<file path="config.mk">
export PLATFORM = sky130hd
export DESIGN_NAME = jbig_context_template_generator
export DESIGN_NICKNAME = d
export VERILOG_FILES = /design/src/rtl/jctg_pkg.sv /design/src/rtl/jctg_cfg.sv /design/src/rtl/jctg_ctx.sv /design/src/rtl/jbig_context_template_generator.sv
export SDC_FILE = /design/constraint.sdc
export NUM_CORES = 1
export LEC_CHECK = 0
export BUFFER_PORTS_ARGS = -buffer_cell sky130_fd_sc_hd__buf_2
export CAP_MARGIN = 20
export CORE_MARGIN = 3
export CORE_UTILIZATION = 43
export CTS_CLUSTER_SIZE = 40
export DETAILED_ROUTE_END_ITERATION = 6
export GPL_ROUTABILITY_DRIVEN = 0
export SETUP_SLACK_MARGIN = 0.4
export SLEW_MARGIN = 20
export SYNTH_ARGS = -nofsm -noshare
export SYNTH_HDL_FRONTEND = slang
export SYNTH_SLANG_ARGS = --single-unit
</file>
<file path="constraint.sdc">
create_clock -name clk -period 5.3 [get_ports clk]
set_input_delay 1.06 -clock clk [delete_from_list [all_inputs] [get_ports clk]]
set_output_delay 1.06 -clock clk [all_outputs]
set_load 0.02 [all_outputs]
</file>
<file path="src/rtl/jctg_pkg.sv">
// ----------------------------------------------------------------------------
// jctg_pkg
// Types and constants shared by the JBIG context template generator.
// ----------------------------------------------------------------------------
package jctg_pkg;

	// Function codes of a pixel request
	localparam logic [1:0] FUNC_RESET = 2'd0;
	localparam logic [1:0] FUNC_SLNTP = 2'd1;
	localparam logic [1:0] FUNC_PIXEL = 2'd2;

	// Configuration register indexes
	localparam logic [1:0] REG_TWO_LINE  = 2'd0;
	localparam logic [1:0] REG_AT_ENABLE = 2'd1;
	localparam logic [1:0] REG_AT_OFFSET = 2'd2;
	localparam logic [1:0] REG_AT_START  = 2'd3;

	// Fixed contexts of the SLNTP pseudo-pixel
	localparam logic [9:0] CX_SLNTP_TWO   = 10'h195;
	localparam logic [9:0] CX_SLNTP_THREE = 10'h0e5;

	localparam int CFG_INDEX_W = 2;
	localparam int CFG_DATA_W  = 16;

	typedef struct packed {
		logic [1:0]  func;
		logic        slntp_bit;
		logic        line_not_typical;
		logic [15:0] stripe_line;
		logic        above2_ahead1;
		logic        above1_ahead1;
		logic        above1_ahead2;
		logic        at_pixel;
		logic        left_pixel;
	} pixel_t;

	typedef struct packed {
		logic [9:0] context_res;
		logic       use_coder;
		logic       coded_bit;
	} ctx_t;

	// Register file contents handed to the context logic
	typedef struct packed {
		logic        two_line_template;
		logic        at_enable;
		logic [6:0]  at_offset;
		logic [15:0] at_start_line;
	} cfg_t;

endpackage

</file>
<file path="src/rtl/jctg_cfg.sv">
// ----------------------------------------------------------------------------
// jctg_cfg
// Configuration register file; a write request is taken every cycle.
// ----------------------------------------------------------------------------
module jctg_cfg (
	input  logic                               clk,
	input  logic                               arst_n,
	input  logic                               cfg_valid,
	output logic                               cfg_ready,
	input  logic [jctg_pkg::CFG_INDEX_W-1:0]   cfg_index,
	input  logic [jctg_pkg::CFG_DATA_W-1:0]    cfg_data,
	output jctg_pkg::cfg_t                     cfg
);

	jctg_pkg::cfg_t cfg_q;

	assign cfg_ready = 1'b1;
	assign cfg       = cfg_q;

	// register writes
	always_ff @(posedge clk or negedge arst_n) begin
		if (!arst_n) begin
			cfg_q <= '0;
		end else if (cfg_valid) begin
			unique case (cfg_index)
				jctg_pkg::REG_TWO_LINE:  cfg_q.two_line_template <= cfg_data[0];
				jctg_pkg::REG_AT_ENABLE: cfg_q.at_enable         <= cfg_data[0];
				jctg_pkg::REG_AT_OFFSET: cfg_q.at_offset         <= cfg_data[6:0];
				jctg_pkg::REG_AT_START:  cfg_q.at_start_line     <= cfg_data;
				default: ;
			endcase
		end
	end

endmodule

</file>
<file path="src/rtl/jctg_ctx.sv">
// ----------------------------------------------------------------------------
// jctg_ctx
// Pixel windows and context formation for the registered pixel request.
// Windows update on the cycle the request leaves the input register.
// ----------------------------------------------------------------------------
module jctg_ctx (
	input  logic               clk,
	input  logic               arst_n,
	input  jctg_pkg::cfg_t     cfg,
	input  jctg_pkg::pixel_t   pix,
	input  logic               advance,
	output logic               has_result,
	output jctg_pkg::ctx_t     result
);

	logic [2:0] two_above_q;
	logic [5:0] one_above_q;
	logic [3:0] current_q;

	logic [2:0] two_above_nx;
	logic [5:0] one_above_nx;
	logic [3:0] current_nx;
	logic       at_on;
	logic       coded_pixel;

	assign at_on = cfg.at_enable && (cfg.at_offset != 7'd0)
		&& (pix.stripe_line >= cfg.at_start_line);
	assign coded_pixel = (pix.func == jctg_pkg::FUNC_PIXEL) && pix.line_not_typical;
	assign has_result  = (pix.func == jctg_pkg::FUNC_SLNTP)
		|| (pix.func == jctg_pkg::FUNC_PIXEL);

	// shifted windows for a coded pixel
	always_comb begin
		current_nx   = {current_q[2:0], pix.left_pixel};
		two_above_nx = two_above_q;
		if (cfg.two_line_template) begin
			if (at_on) begin
				one_above_nx = {one_above_q[4:1], pix.above1_ahead1, pix.at_pixel};
			end else begin
				one_above_nx = {one_above_q[4:0], pix.above1_ahead2};
			end
		end else begin
			two_above_nx = {two_above_q[1:0], pix.above2_ahead1};
			if (at_on) begin
				one_above_nx = {1'b0, one_above_q[3:1], pix.above1_ahead1, pix.at_pixel};
			end else begin
				one_above_nx = {1'b0, one_above_q[3:0], pix.above1_ahead2};
			end
		end
	end

	// result fields
	always_comb begin
		result = '0;
		if (pix.func == jctg_pkg::FUNC_SLNTP) begin
			result.context_res = cfg.two_line_template ? jctg_pkg::CX_SLNTP_TWO
				: jctg_pkg::CX_SLNTP_THREE;
			result.use_coder   = 1'b1;
			result.coded_bit   = pix.slntp_bit;
		end else if (coded_pixel) begin
			result.use_coder = 1'b1;
			if (cfg.two_line_template) begin
				result.context_res = {one_above_nx, current_nx};
			end else begin
				result.context_res = {two_above_nx, one_above_nx[4:0], current_nx[1:0]};
			end
		end
	end

	// window state
	always_ff @(posedge clk or negedge arst_n) begin
		if (!arst_n) begin
			two_above_q <= '0;
			one_above_q <= '0;
			current_q   <= '0;
		end else if (advance) begin
			if (pix.func == jctg_pkg::FUNC_RESET) begin
				two_above_q <= '0;
				one_above_q <= '0;
				current_q   <= '0;
			end else if (coded_pixel) begin
				two_above_q <= two_above_nx;
				one_above_q <= one_above_nx;
				current_q   <= current_nx;
			end
		end
	end

endmodule

</file>
<file path="src/rtl/jbig_context_template_generator.sv">
// ----------------------------------------------------------------------------
// jbig_context_template_generator
// JBIG context template generator: one 10-bit coder context per pixel.
// ----------------------------------------------------------------------------
//  channel  | signals                                  | carries
//  pixel    | pixel_valid, pixel_ready, pixel          | one pixel request
//  ctx      | ctx_valid, ctx_ready, ctx                | context, coder flags
//  cfg      | cfg_valid, cfg_ready, cfg_index, cfg_data| register write
//
// One pixel per cycle sustained while ctx_ready is high. A taken pixel sits in
// the input register until the result register is free or draining; its result
// is then registered in the result register and offered on ctx.
// Line start and unused function codes produce no result.
// A stalled result holds; the input register keeps accepting while the
// result register can drain. Reset clears windows, configuration and valid flags.
// ----------------------------------------------------------------------------
module jbig_context_template_generator (
	input  logic                               clk,
	input  logic                               arst_n,
	input  logic                               pixel_valid,
	output logic                               pixel_ready,
	input  jctg_pkg::pixel_t                   pixel,
	output logic                               ctx_valid,
	input  logic                               ctx_ready,
	output jctg_pkg::ctx_t                     ctx,
	input  logic                               cfg_valid,
	output logic                               cfg_ready,
	input  logic [jctg_pkg::CFG_INDEX_W-1:0]   cfg_index,
	input  logic [jctg_pkg::CFG_DATA_W-1:0]    cfg_data
);

	jctg_pkg::cfg_t   cfg;
	jctg_pkg::pixel_t pix_s1;
	logic             valid_s1;
	jctg_pkg::ctx_t   result;
	jctg_pkg::ctx_t   ctx_s2;
	logic             valid_s2;
	logic             has_result;
	logic             advance;

	jctg_cfg u_cfg (
		.clk       (clk),
		.arst_n    (arst_n),
		.cfg_valid (cfg_valid),
		.cfg_ready (cfg_ready),
		.cfg_index (cfg_index),
		.cfg_data  (cfg_data),
		.cfg       (cfg)
	);

	jctg_ctx u_ctx (
		.clk        (clk),
		.arst_n     (arst_n),
		.cfg        (cfg),
		.pix        (pix_s1),
		.advance    (advance),
		.has_result (has_result),
		.result     (result)
	);

	// stage 1 moves on when the result register is free or draining
	assign advance     = valid_s1 && (!valid_s2 || ctx_ready);
	assign pixel_ready = !valid_s1 || advance;
	assign ctx_valid   = valid_s2;
	assign ctx         = ctx_s2;

	// input register
	always_ff @(posedge clk or negedge arst_n) begin
		if (!arst_n) begin
			valid_s1 <= 1'b0;
		end else if (pixel_ready) begin
			valid_s1 <= pixel_valid;
		end
	end

	always_ff @(posedge clk) begin
		if (pixel_valid && pixel_ready) begin
			pix_s1 <= pixel;
		end
	end

	// result register
	always_ff @(posedge clk or negedge arst_n) begin
		if (!arst_n) begin
			valid_s2 <= 1'b0;
		end else if (advance) begin
			valid_s2 <= has_result;
		end else if (ctx_ready) begin
			valid_s2 <= 1'b0;
		end
	end

	always_ff @(posedge clk) begin
		if (advance && has_result) begin
			ctx_s2 <= result;
		end
	end

endmodule

</file>
# == Word level (Yosys, flattened, before mapping) ==
# Index checks and enable logic that the tools add are counted.
# W data, S select, Z words.
# word_totals
mem_bits_ro,0
wordCells,64
reg_bits,75
out_inout_bits,15
ram_bits,0
inputBits,48
latch_bits,0
n_memories,0
# op_classes
div,0
shift,0
multipliers,0
n_lt_le_gt_ge,1
n_addsub,0
mux,16
n_bitwise,0
reduce_logical,21
eq_ne,5
# ops
op,count
$mux W11,2
$ge A16 B16 Y1,1
$mux W3,5
$mux W10,1
$mux W5,2
$reduce_and A2 Y1,5
$mux W9,1
$reduce_bool A7 Y1,1
$eq A2 B2 Y1 const B,3
$logic_and A1 B1 Y1,6
$mux W6,1
$eq A2 B1 Y1 const B,2
$logic_not A2 Y1,2
$mux W2,2
$reduce_bool A2 Y1,2
$logic_or A1 B1 Y1,3
$logic_not A1 Y1,2
$mux W1,2

# == Depth between registers and ports, before layout ==
# Gate-level depths: netlist of run 1.
# logic_depth
word_depth,8
ltp_mapped,8
mapped_depth_nobuf,8

# == By module ==
# From an unflattened synthesis of run 1, not the netlist that was laid out.
# unflattened
cells_unflattened,254
hier_area_um2,3413.3
# by_module_without_submodules
mod,instances,seq_area_each_um2,cells_each,area_per_inst_um2
jbig_context_template_generator,1,1161.1,47,1219.9
jctg_ctx,1,250.2,150,1182.4
jctg_cfg,1,625.6,57,1011.0

# == Least setup slack after synthesis of run 1 ==
# Ideal clock, no wire load.
# synth_path
path_type,input to output
startpoint,input ctx_ready
endpoint,output pixel_ready
path_slack_ns,2.902
n_path_buf,0
cell_stages,1
required_ns,4.240
arrival_ns,1.338
path_cell_list,nand3b_1
# synth_between
elab_chain_cells,3
# synth_lines
element,line,source
from (decl),jbig_context_template_generator.sv:24,"input logic ctx_ready,"
$logic_or A1 B1 Y1,jbig_context_template_generator.sv:62,assign advance = valid_s1 && (!valid_s2 || ctx_ready);
$logic_and A1 B1 Y1,jbig_context_template_generator.sv:62,
$logic_or A1 B1 Y1,jbig_context_template_generator.sv:63,assign pixel_ready = !valid_s1 || advance;
to (decl),jbig_context_template_generator.sv:21,"output logic pixel_ready,"
# Every way passes these cells.

# == Worst setup path in the final report of run 1 ==
# Same ends and word-level chain as after synthesis.

==> run summary, run 1 <==
• **Gate power share** 0.187
• **Crit Path Class** input pin to output port
• **most common cell after layout, fill and taps aside** buf_2
• **switching part of the total power** 0.272
• **detailed router's first-iteration violation count** 101
• **global route total overflow** 0
• **number of buffers inserted during clock tree synthesis** 9
• **max-slew violation count** 0
• **relative contribution of the clock network to total power** 0.291
• **worst-path maximum fanout** 3
• **number of hold violations in the final report** 0
• **GR Util met3** 0.0303
• **detail-routed via count per cell** 4.91
• **flops & latches, synth** 74
• **number of fill cells in the layout** 700
• **maxcap violations** 0
• **post-synth cell types** 44
• **initial antenna violation count** 0
• **total routing usage reported by global routing** 0.141
• **net switching component of the power** 0.000394 W
• **# H-tree levels** 3
• **element type at the critical path start** input pin
• **setup repair bufs after CTS** 0
• **setup repair after global routing missed its margin** no
• **top library cells by usage in the layout, fill and taps aside** buf_2, edfxtp_1, dfrtp_1, mux2_2, inv_1
• **portion of the post-synthesis area used by sequential elements** 0.603
• **combined area of all synthesized cells** 0.00338 mm^2
• **dpl hpwl** 4220 um
• **standard cell with the maximum stage delay on the critical path** nand3b_1
• **maximum number of pins on one net before global-route repair** 38
• **clk root buf** clkbuf_8
• **Clock Pin Slew Worst Setup and Hold Paths** 0.07 ns
• **standby leakage power** 1.77 nW
• **biggest cell delay along the critical path** 0.19 ns
• **post-route antenna net violation count** 0
• **Yosys warnings** 0
• **starting utilization of the core area** 0.454
• **Mapped Cells** 255
• **transition at the pin with the smallest max-transition slack** 0.846 ns
• **CTS-repair resized insts** 0
• **outcome** finished clean
• **Nets** 389
• **maximum vdd ir drop** 0.175 mV
• **minimum clock period after layout** 2.59 ns
• **wire length of the first global-routing pass** 9600 um
• **Die Footprint** 0.00896 mm^2
• **Final Cycle Share** 0.489
• **area added between synthesis and finish** 17.4%
• **share of post-route cells with drive strength above 1** 0.339
• **power density relative to cell area** 365 mW/mm^2
• **maximum root-to-sink buffer count** 2
• **standard cell area after detailed placement** 0.00378 mm^2
• **fraction of met2 tracks used by global routing** 0.232
• **TritonCTS clock tree** done
• **drt wl/cell** 13.5 um
• **fmax** 386 MHz
• **placeable core area** 0.00745 mm^2
• **detailed-routing iteration count for the pre-antenna-repair pass** 4
• **Syn Nets** 322
• **horizontal die dimension** 94.7 um
• **critical path capture point type** output port
• **CTS sink cnt** 74
• **vertical extent of the die** 94.7 um
• **total wirelength of the detailed-routed design** 5740 um
• **Post-Synthesis Mean Instance Area** 13.3 um^2
• **Internal Pwr Total** 0.00105 W
• **hold buffer count at cts** 0
• **Critical Path, Cell by Cell** buf_2 > nand3b_1 > buf_2
• **Slew Limit Headroom** 0.436
• **layer with the highest usage** met2
• **Seq pwr share** 0.523
• **I/O pin count** 63
• **Critical Path RT** 4.24 ns
• **antenna fix cells** 0
• **Total Negative Setup Slacks** 0 ns
• **class of the tightest hold or removal check** flop to flop
• **number of endpoints failing setup at the final stage** 0
• **number of vias after detailed routing** 2,091
• **arrival time at the worst endpoint** 1.53 ns
• **met1 layer usage reported by global route** 0.175
• **clock latency of the later-clocked register in the worst-skew pair** 0.34 ns
• **residual DRC count** 0
• **critical path's most frequent cell** buf_2
• **number of global-route vias before repair** 2,116
• **post-route clock skew** 0.00867 ns
• **final std cell area, no fill** 0.00397 mm^2
• **FP Rows** 31
• **number of buffers inserted by port buffering** 61
## metrics by stage
step	setup slack [ns]	power [W]	util	std cells	hold WS, ns
final	2.71	0.00145	0.533	426	0.490
after global routing	2.64	0.00153	0.533	426	0.513
after CTS	2.69	0.00147	0.533	426	0.492
after detailed placement	2.70	0.00104	0.508	410	0.475
after global placement	2.74	0.00103	0.508	410	0.469
after floorplan	2.90	0.000956	-	255	0.445
## cells by family after synthesis
logic type / after synthesis / synth area share
and+or+nand+nor: 61 / 0.101
muxes: 27 / 0.0888
adders and majority gates: 19 / 0.0703
buffers and inverters: 29 / 0.0374
DFF: 74 / 0.603
AOI/OAI and AO/OA: 44 / 0.0984
other: 1 / 0.00111
## power groups by stage
stage               registers (W)  clock network [W]  logic (W)
floorplan                0.000762                  0   0.000194
global placement         0.000766                  0   0.000266
detailed placement       0.000768                  0   0.000275
CTS                      0.000756           0.000433   0.000276
global route             0.000766           0.000454   0.000312
finish                   0.000757           0.000421   0.000270
## flip-flops by register name, summed over array words and instances (netlist names)
register and cells:
pix_s1 25, u_cfg.cfg 25, ctx 12, u_ctx.one_above_q 5, u_ctx.current_q 3, u_ctx.two_above_q 2, ctx_valid 1, valid_s1 1
## critical path, delay by kind of cell
family	cells	cell delay, ns
buf+inv	2	0.28
simple gates	1	0.19
## worst paths after layout
| kind | startpoint | to | slack [ns] | depth (start not counted) |
|---|---|---|---|---|
| max | ctx_ready | pixel_ready | 2.71 | 3 |
| min | u_ctx.current_q[2]$_DFFE_PN0P_ | u_ctx.current_q[2]$_DFFE_PN0P_ | 0.49 | 2 |
| max reg2reg | u_cfg.cfg[11]$_DFFE_PN0P_ | ctx[4]$_SDFFCE_PP1P_ | 2.97 | 8 |
| min reg2reg | u_ctx.current_q[2]$_DFFE_PN0P_ | u_ctx.current_q[2]$_DFFE_PN0P_ | 0.49 | 2 |
| max in group asynchronous | arst_n | u_ctx.two_above_q[0]$_DFFE_PN0P_ | 3.94 | 1 |
| min in group asynchronous | arst_n | u_cfg.cfg[7]$_DFFE_PN0P_ | 0.83 | 1 |
## routing by layer
layer  part of all wire  up-vias
met5                  0        -
met2               0.50       43
met1               0.44      993
li1                   -     1050
met3              0.046        5
met4              0.010        0
## area by class of cell
class | count | area (um^2) | share of cell area
clock buffers | 13 | 149 | 0.0375
clock inverters | 3 | 38.8 | 0.00977
inverters | 22 | 82.6 | 0.0208
multi-input cells | 152 | 1220 | 0.307
flip-flops and latches | 74 | 2040 | 0.513
well taps | 99 | 124 | 0.0312
repair buffers | 63 | 320 | 0.0807
## synthesized netlist by cell type
master / instances / area, um^2
dfrtp_1: 37 / 926
edfxtp_1: 37 / 1110
mux2_2: 24 / 270
inv_1: 22 / 82.6
ha_1: 19 / 238
nand2_1: 19 / 71.3
o21ai_0: 14 / 70.1
a21oi_1: 9 / 45.0
nand2b_1: 8 / 50.1
nand3_1: 8 / 40.0
and2_1: 4 / 25.0
clkbuf_1: 4 / 15.0
nor3b_1: 4 / 30.0
mux2i_1: 3 / 30.0
nand3b_1: 3 / 22.5
o31ai_1: 3 / 22.5
a21o_1: 2 / 15.0
a21o_2: 2 / 17.5
a31oi_1: 2 / 12.5
and3_1: 2 / 12.5
and3_2: 2 / 15.0
nor2_1: 2 / 7.51
nor3_1: 2 / 10.0
o211ai_1: 2 / 15.0
o41ai_1: 2 / 17.5
a2111oi_4: 1 / 27.5
a211o_1: 1 / 8.76
a211oi_1: 1 / 7.51
a221o_1: 1 / 10.0
a221oi_4: 1 / 26.3
and2_2: 1 / 7.51
and4_1: 1 / 8.76
buf_4: 1 / 7.51
buf_6: 1 / 11.3
clkdlybuf4s50_1: 1 / 10.0
conb_1: 1 / 3.75
nand4_1: 1 / 6.26
nor2b_1: 1 / 6.26
nor3_2: 1 / 10.0
o21ai_2: 1 / 8.76
o21bai_1: 1 / 7.51
o41a_4: 1 / 21.3
or2b_2: 1 / 8.76
or4_4: 1 / 11.3
Power figures use the tool's default switching activity.
==> inputs of run 2 (changes only) <==
PLACE_DENSITY = 0.67   (was unset)
clock period = 2.23 ns   (was 5.3 ns; I/O delays follow)
==> run 2 against run 1 <==
The flow now finishes with violations (negative setup slack). Flip-flop and latch count is the same. First-iteration DRC count shrank 42%. Register-to-register slack lost 3.1 ns. Worst setup slack lost 2.8 ns. Core utilization grew 1.6 points. Clock skew shrank 0.0023 ns. Cell count grew 2.6%. Power grew 140%. Critical path type is now flop to flop.
==> run summary, run 2 (synthesized netlist as in run 1, its figures left out) <==
• **horizontal die dimension** 94.7 um
• **placeable core area** 0.00745 mm^2
• **detailed-routing iteration count for the pre-antenna-repair pass** 4
• **Critical Path RT** 2.41 ns
• **CTS sink cnt** 74
• **Worst Setup Slack, final** -0.0853 ns
• **post-route clock skew** 0.00633 ns
• **number of buffers inserted during clock tree synthesis** 9
• **max-slew violation count** 0
• **standard cell with the maximum stage delay on the critical path** a221o_1
• **critical path launch point** u_cfg.cfg[9]$_DFFE_PN0P_
• **Final Cycle Share** 1.04
• **critical path capture point type** flop
• **Reg2Reg Launch Point** u_cfg.cfg[9]$_DFFE_PN0P_
• **Critical Path, Cell by Cell** inv_1 > ha_1 > a21o_1 > a221o_1 > a221oi_4 > buf_4 > o21ai_4 > a21o_2 > a31oi_1
• **number of hold violations in the final report** 0
• **fmax** 432 MHz
• **wire length of the first global-routing pass** 10,100 um
• **Crit Path Class** flop to flop
• **number of buffers and inverters on the critical path** 2
• **number of buffers inserted by port buffering** 61
• **violations in the final reports** negative setup slack
• **cell depth of the worst flop-to-flop path** 9
• **worst flop-to-flop path endpoint** ctx[5]$_SDFFCE_PP0P_
• **number of fill cells in the layout** 668
• **clk root buf** clkbuf_8
• **global route total overflow** 0
• **detail-routed via count per cell** 4.95
• **hold buffer count at cts** 0
• **standby leakage power** 1.83 nW
• **power density relative to cell area** 858 mW/mm^2
• **sequential cell area** 0.00204 mm^2
• **transition at the pin with the smallest max-transition slack** 0.834 ns
• **TritonCTS clock tree** done
• **area added between synthesis and finish** 20.9%
• **setup repair after global routing missed its margin** yes
• **Slew Limit Headroom** 0.444
• **total wirelength of the detailed-routed design** 6040 um
• **starting utilization of the core area** 0.454
• **total routing usage reported by global routing** 0.149
• **number of vias after detailed routing** 2,163
• **number of endpoints failing setup at the final stage** 5
• **maximum vdd ir drop** 0.473 mV
• **most common cell after layout, fill and taps aside** buf_2
• **placed cells** 417
• **non-filler cells, final** 437
• **Tot Pwr** 0.00350 W
• **antenna fix cells** 0
• **biggest cell delay along the critical path** 0.35 ns
• **class of the tightest hold or removal check** input pin to async pin
• **maximum root-to-sink buffer count** 2
• **FP Rows** 31
• **maximum number of pins on one net before global-route repair** 38
• **Nets** 400
• **top library cells by usage in the layout, fill and taps aside** buf_2, edfxtp_1, dfrtp_1, mux2_2, inv_1
• **number of global-route vias before repair** 2,219
• **element type at the critical path start** flop
• **clock latency of the later-clocked register in the worst-skew pair** 0.34 ns
• **# H-tree levels** 3
• **share of post-route cells with drive strength above 1** 0.382
• **Worst Hold Slack** 0.205 ns
• **arrival time at the worst endpoint** 2.49 ns
• **vertical extent of the die** 94.7 um
• **residual DRC count** 0
• **dpl hpwl** 4380 um
• **core occupancy in the finished layout** 0.549
• **worst-path maximum fanout** 6
• **detailed router's first-iteration violation count** 59
• **initial antenna violation count** 0
• **minimum clock period after layout** 2.32 ns
• **FF-to-FF setup slack** -0.09 ns
• **drt wl/cell** 13.8 um
• **post-route antenna net violation count** 0
• **outcome** complete, but fails checks
• **area used by multi-input combinational logic** 0.00124 mm^2
• **I/O pin count** 63
• **Die Footprint** 0.00896 mm^2
• **Total Negative Setup Slacks** -0.343 ns
• **Clock Pin Slew Worst Setup and Hold Paths** 0.08 ns
• **maxcap violations** 0
• **critical path's top delay family** compound AO/OA/AOI/OAI gates
[run 2: worst max-delay path by stage]
stage / end / slack, ns / depth (start not counted)
global placement: ctx[4]$_SDFFCE_PP1P_ / -0.002 / 8
floorplan: u_ctx.one_above_q[1]$_DFFE_PN0P_ / 0.14 / 8
CTS: ctx[5]$_SDFFCE_PP0P_ / -0.08 / 9
finish: ctx[5]$_SDFFCE_PP0P_ / -0.09 / 9
global route: ctx[5]$_SDFFCE_PP0P_ / -0.20 / 9
detailed placement: ctx[4]$_SDFFCE_PP1P_ / -0.07 / 8
[run 2: worst reg2reg max path, delay by kind of cell (launching register included)]
family | cells | cell delay [ns]
compound gates | 6 | 1.29
fa+ha+maj | 1 | 0.30
buf+inv | 2 | 0.21
flops | 1 | 0.34
[run 2: repair_timing]
| item | in CTS | in global routing |
|---|---|---|
| endpoints found under the setup margin | 6 | 8 |
| pin swaps | 4 | 6 |
| buffers inserted | 1 | 3 |
| gates resized for setup | 1 | 6 |
[run 2: power by group]
| group | internal (W) | switching [W] |
|---|---|---|
| logic | 0.000342 | 0.000360 |
| registers | 0.00166 | 0.000133 |
| clock network | 0.000544 | 0.000464 |
| total | 0.00255 | 0.000958 |
[run 2: per-stage QoR]
| stage | cell area (um^2) | setup slack (ns) |
|---|---|---|
| after global routing | 4090 | -0.203 |
| after detailed placement | 3840 | -0.0736 |
| final | 4090 | -0.0853 |
| after CTS | 4050 | -0.0774 |
| after floorplan | 3380 | 0.136 |
| after global placement | 3840 | -0.00200 |
[run 2: area by class of cell]
cell class,instances,share of cell area
Multi-Input combinational cell,152,0.305
Sequential cell,74,0.498
Inverter,22,0.0202
Clock buffer,11,0.0346
Timing Repair Buffer,74,0.0986
Tap cell,99,0.0303
Clock inverter,5,0.0132
[run 2: routing by layer]
| metal | up-vias | GRT usage | routed length, um |
|---|---|---|---|
| li1 | 1075 | - | - |
| met1 | 1028 | 0.171 | 2490 |
| met2 | 56 | 0.261 | 3180 |
| met3 | 4 | 0.0430 | 320 |
| met4 | 0 | 0.0613 | 39 |
| met5 | - | 0 | 0 |
==> inputs of run 3 (changes only) <==
CORE_UTILIZATION = 50   (was 43)
MAX_ROUTING_LAYER = met4   (was unset)
PLACE_DENSITY = 0.76   (was 0.67)
==> run 3 against run 2 <==
The flow still finishes with violations (negative setup slack). Cell area up 0.46%. Clock-buffer cell count up 2. Die area down 13%. Sequential power about the same. Flip-flop and latch count unchanged. Wire length up 2.2%. Core utilization up 8.7 points. Register-to-register slack better by 0.08 ns. Critical path type unchanged. Sequential share of layout area down 0.23 points. Via count up 2.8%. Power up 4.2%.
==> run summary, run 3 (synthesized netlist as in run 1, its figures left out) <==
• **class of the tightest hold or removal check** input pin to async pin
• **worst-path maximum fanout** 6
• **outcome** complete, but fails checks
• **total routing usage reported by global routing** 0.187
• **Crit Path Class** flop to flop
• **detail-routed via count per cell** 5.36
• **initial antenna violation count** 0
• **share of post-route cells with drive strength above 1** 0.388
• **Slew Limit Headroom** 0.442
• **FP Rows** 29
• **power density relative to cell area** 889 mW/mm^2
• **detailed router's first-iteration violation count** 68
• **max-slew violation count** 0
• **worst slack at placement** -0.0834 ns
• **minimum clock period after layout** 2.24 ns
• **Final Cycle Share** 1.00
• **most common cell after layout, fill and taps aside** buf_2
• **area added between synthesis and finish** 21.4%
• **maxcap violations** 0
• **antenna fix cells** 0
• **fmax** 447 MHz
• **core occupancy in the finished layout** 0.636
• **standby leakage power** 1.83 nW
• **biggest cell delay along the critical path** 0.39 ns
• **top library cells by usage in the layout, fill and taps aside** buf_2, edfxtp_1, dfrtp_1, mux2_2, inv_1
• **Gate power share** 0.201
• **dpl hpwl** 4450 um
• **Seq pwr share** 0.494
• **Total Negative Setup Slacks** -0.0149 ns
• **clock latency of the later-clocked register in the worst-skew pair** 0.34 ns
• **number of vias after detailed routing** 2,223
• **# H-tree levels** 3
• **clk root buf** clkbuf_8
• **transition at the pin with the smallest max-transition slack** 0.837 ns
• **arrival time at the worst endpoint** 2.47 ns
• **number of endpoints failing setup at the final stage** 2
• **Die Footprint** 0.00778 mm^2
• **wire length of the first global-routing pass** 10,600 um
• **Critical Path, Cell by Cell** inv_2 > ha_4 > a21o_1 > a221o_1 > a221oi_4 > buf_4 > o21ai_4 > and3_4 > a211o_1
• **maximum number of pins on one net before global-route repair** 38
• **Critical Path RT** 2.46 ns
• **total wirelength of the detailed-routed design** 6170 um
• **starting utilization of the core area** 0.523
• **element type at the critical path start** flop
• **TritonCTS clock tree** done
• **violations in the final reports** negative setup slack
• **vertical extent of the die** 88.2 um
• **switching part of the total power** 0.266
• **residual DRC count** 0
• **Clock Pin Slew Worst Setup and Hold Paths** 0.07 ns
• **setup repair after global routing missed its margin** yes
• **post-route clock skew** 0.0141 ns
• **number of global-route vias before repair** 2,319
• **I/O pin count** 63
• **number of buffers and inverters on the critical path** 2
• **Nets** 400
• **number of hold violations in the final report** 0
• **detailed-routing iteration count for the pre-antenna-repair pass** 4
• **Internal Pwr Total** 0.00268 W
• **Worst Setup Slack, final** -0.00782 ns
• **post-route antenna net violation count** 0
• **net switching component of the power** 0.000971 W
• **relative contribution of the clock network to total power** 0.306
• **placeable core area** 0.00646 mm^2
• **standard cell with the maximum stage delay on the critical path** dfrtp_1
• **CTS sink cnt** 74
• **horizontal die dimension** 88.2 um
• **global route total overflow** 0
• **number of buffers inserted by port buffering** 61
• **maximum root-to-sink buffer count** 2
• **maximum vdd ir drop** 0.550 mV
• **number of buffers inserted during clock tree synthesis** 9
• **critical path's top delay family** compound AO/OA/AOI/OAI gates
• **drt wl/cell** 14.9 um
• **critical path capture point type** flop
==> run 3: power groups by stage <==
stage / registers (W) / logic [W] / clock network (W)
5_1_grt: 0.00183 / 0.000836 / 0.00121
4_1_cts: 0.00180 / 0.000712 / 0.00114
6_report: 0.00180 / 0.000732 / 0.00112
3_5_place_dp: 0.00183 / 0.000676 / 0
2_1_floorplan: 0.00181 / 0.000463 / 0
3_3_place_gp: 0.00182 / 0.000644 / 0
==> run 3: routing by layer <==
metal | share of wire | vias up | track usage
li1 | - | 1072 | -
met3 | 0.043 | 12 | 0.0410
met5 | 0 | - | -
met2 | 0.54 | 58 | 0.331
met4 | 0.019 | 0 | 0.0714
met1 | 0.40 | 1081 | 0.205
==> run 3: final timing paths <==
check                                                 start                               end  slack [ns]  cells after the start
setup / recovery                   u_cfg.cfg[9]$_DFFE_PN0P_  u_ctx.one_above_q[1]$_DFFE_PN0P_      -0.008                      9
hold / removal                                       arst_n          u_cfg.cfg[5]$_DFFE_PN0P_        0.21                      1
setup reg to reg                   u_cfg.cfg[9]$_DFFE_PN0P_  u_ctx.one_above_q[1]$_DFFE_PN0P_      -0.008                      9
hold reg to reg            u_ctx.one_above_q[4]$_DFFE_PN0P_  u_ctx.one_above_q[4]$_DFFE_PN0P_        0.48                      2
max in group asynchronous                            arst_n         u_cfg.cfg[14]$_DFFE_PN0P_        1.49                      1
min in group clk                                  pixel[24]              pix_s1[24]$_DFFE_PP_        0.27                      1
==> run 3: layout make-up <==
class	instances	area, um^2
Fill cell	518	2350
Tap cell	77	96.3
Multi-Input combinational cell	152	1270
Clock buffer	13	149
Sequential cell	74	2040
Clock inverter	3	65.1
Timing Repair Buffer	74	403
Inverter	22	82.6
==> run 3: stage by stage <==
| step | total power [W] | hold slack, ns | instances | instance area, um^2 |
|---|---|---|---|---|
| floorplan | 0.00227 | 0.150 | 255 | 3380 |
| global placement | 0.00246 | 0.465 | 393 | 3790 |
| detailed placement | 0.00250 | 0.486 | 393 | 3790 |
| CTS | 0.00365 | 0.221 | 414 | 4050 |
| global route | 0.00388 | 0.250 | 415 | 4110 |
| finish | 0.00365 | 0.205 | 415 | 4110 |
==> run 3: repair_timing <==
action | in CTS | in global routing
gates resized for setup | 1 | 10
hold buffers | 0 | 0
endpoints found under the setup margin | 7 | 11
buffers inserted | 5 | 1
pin swaps | 3 | 9
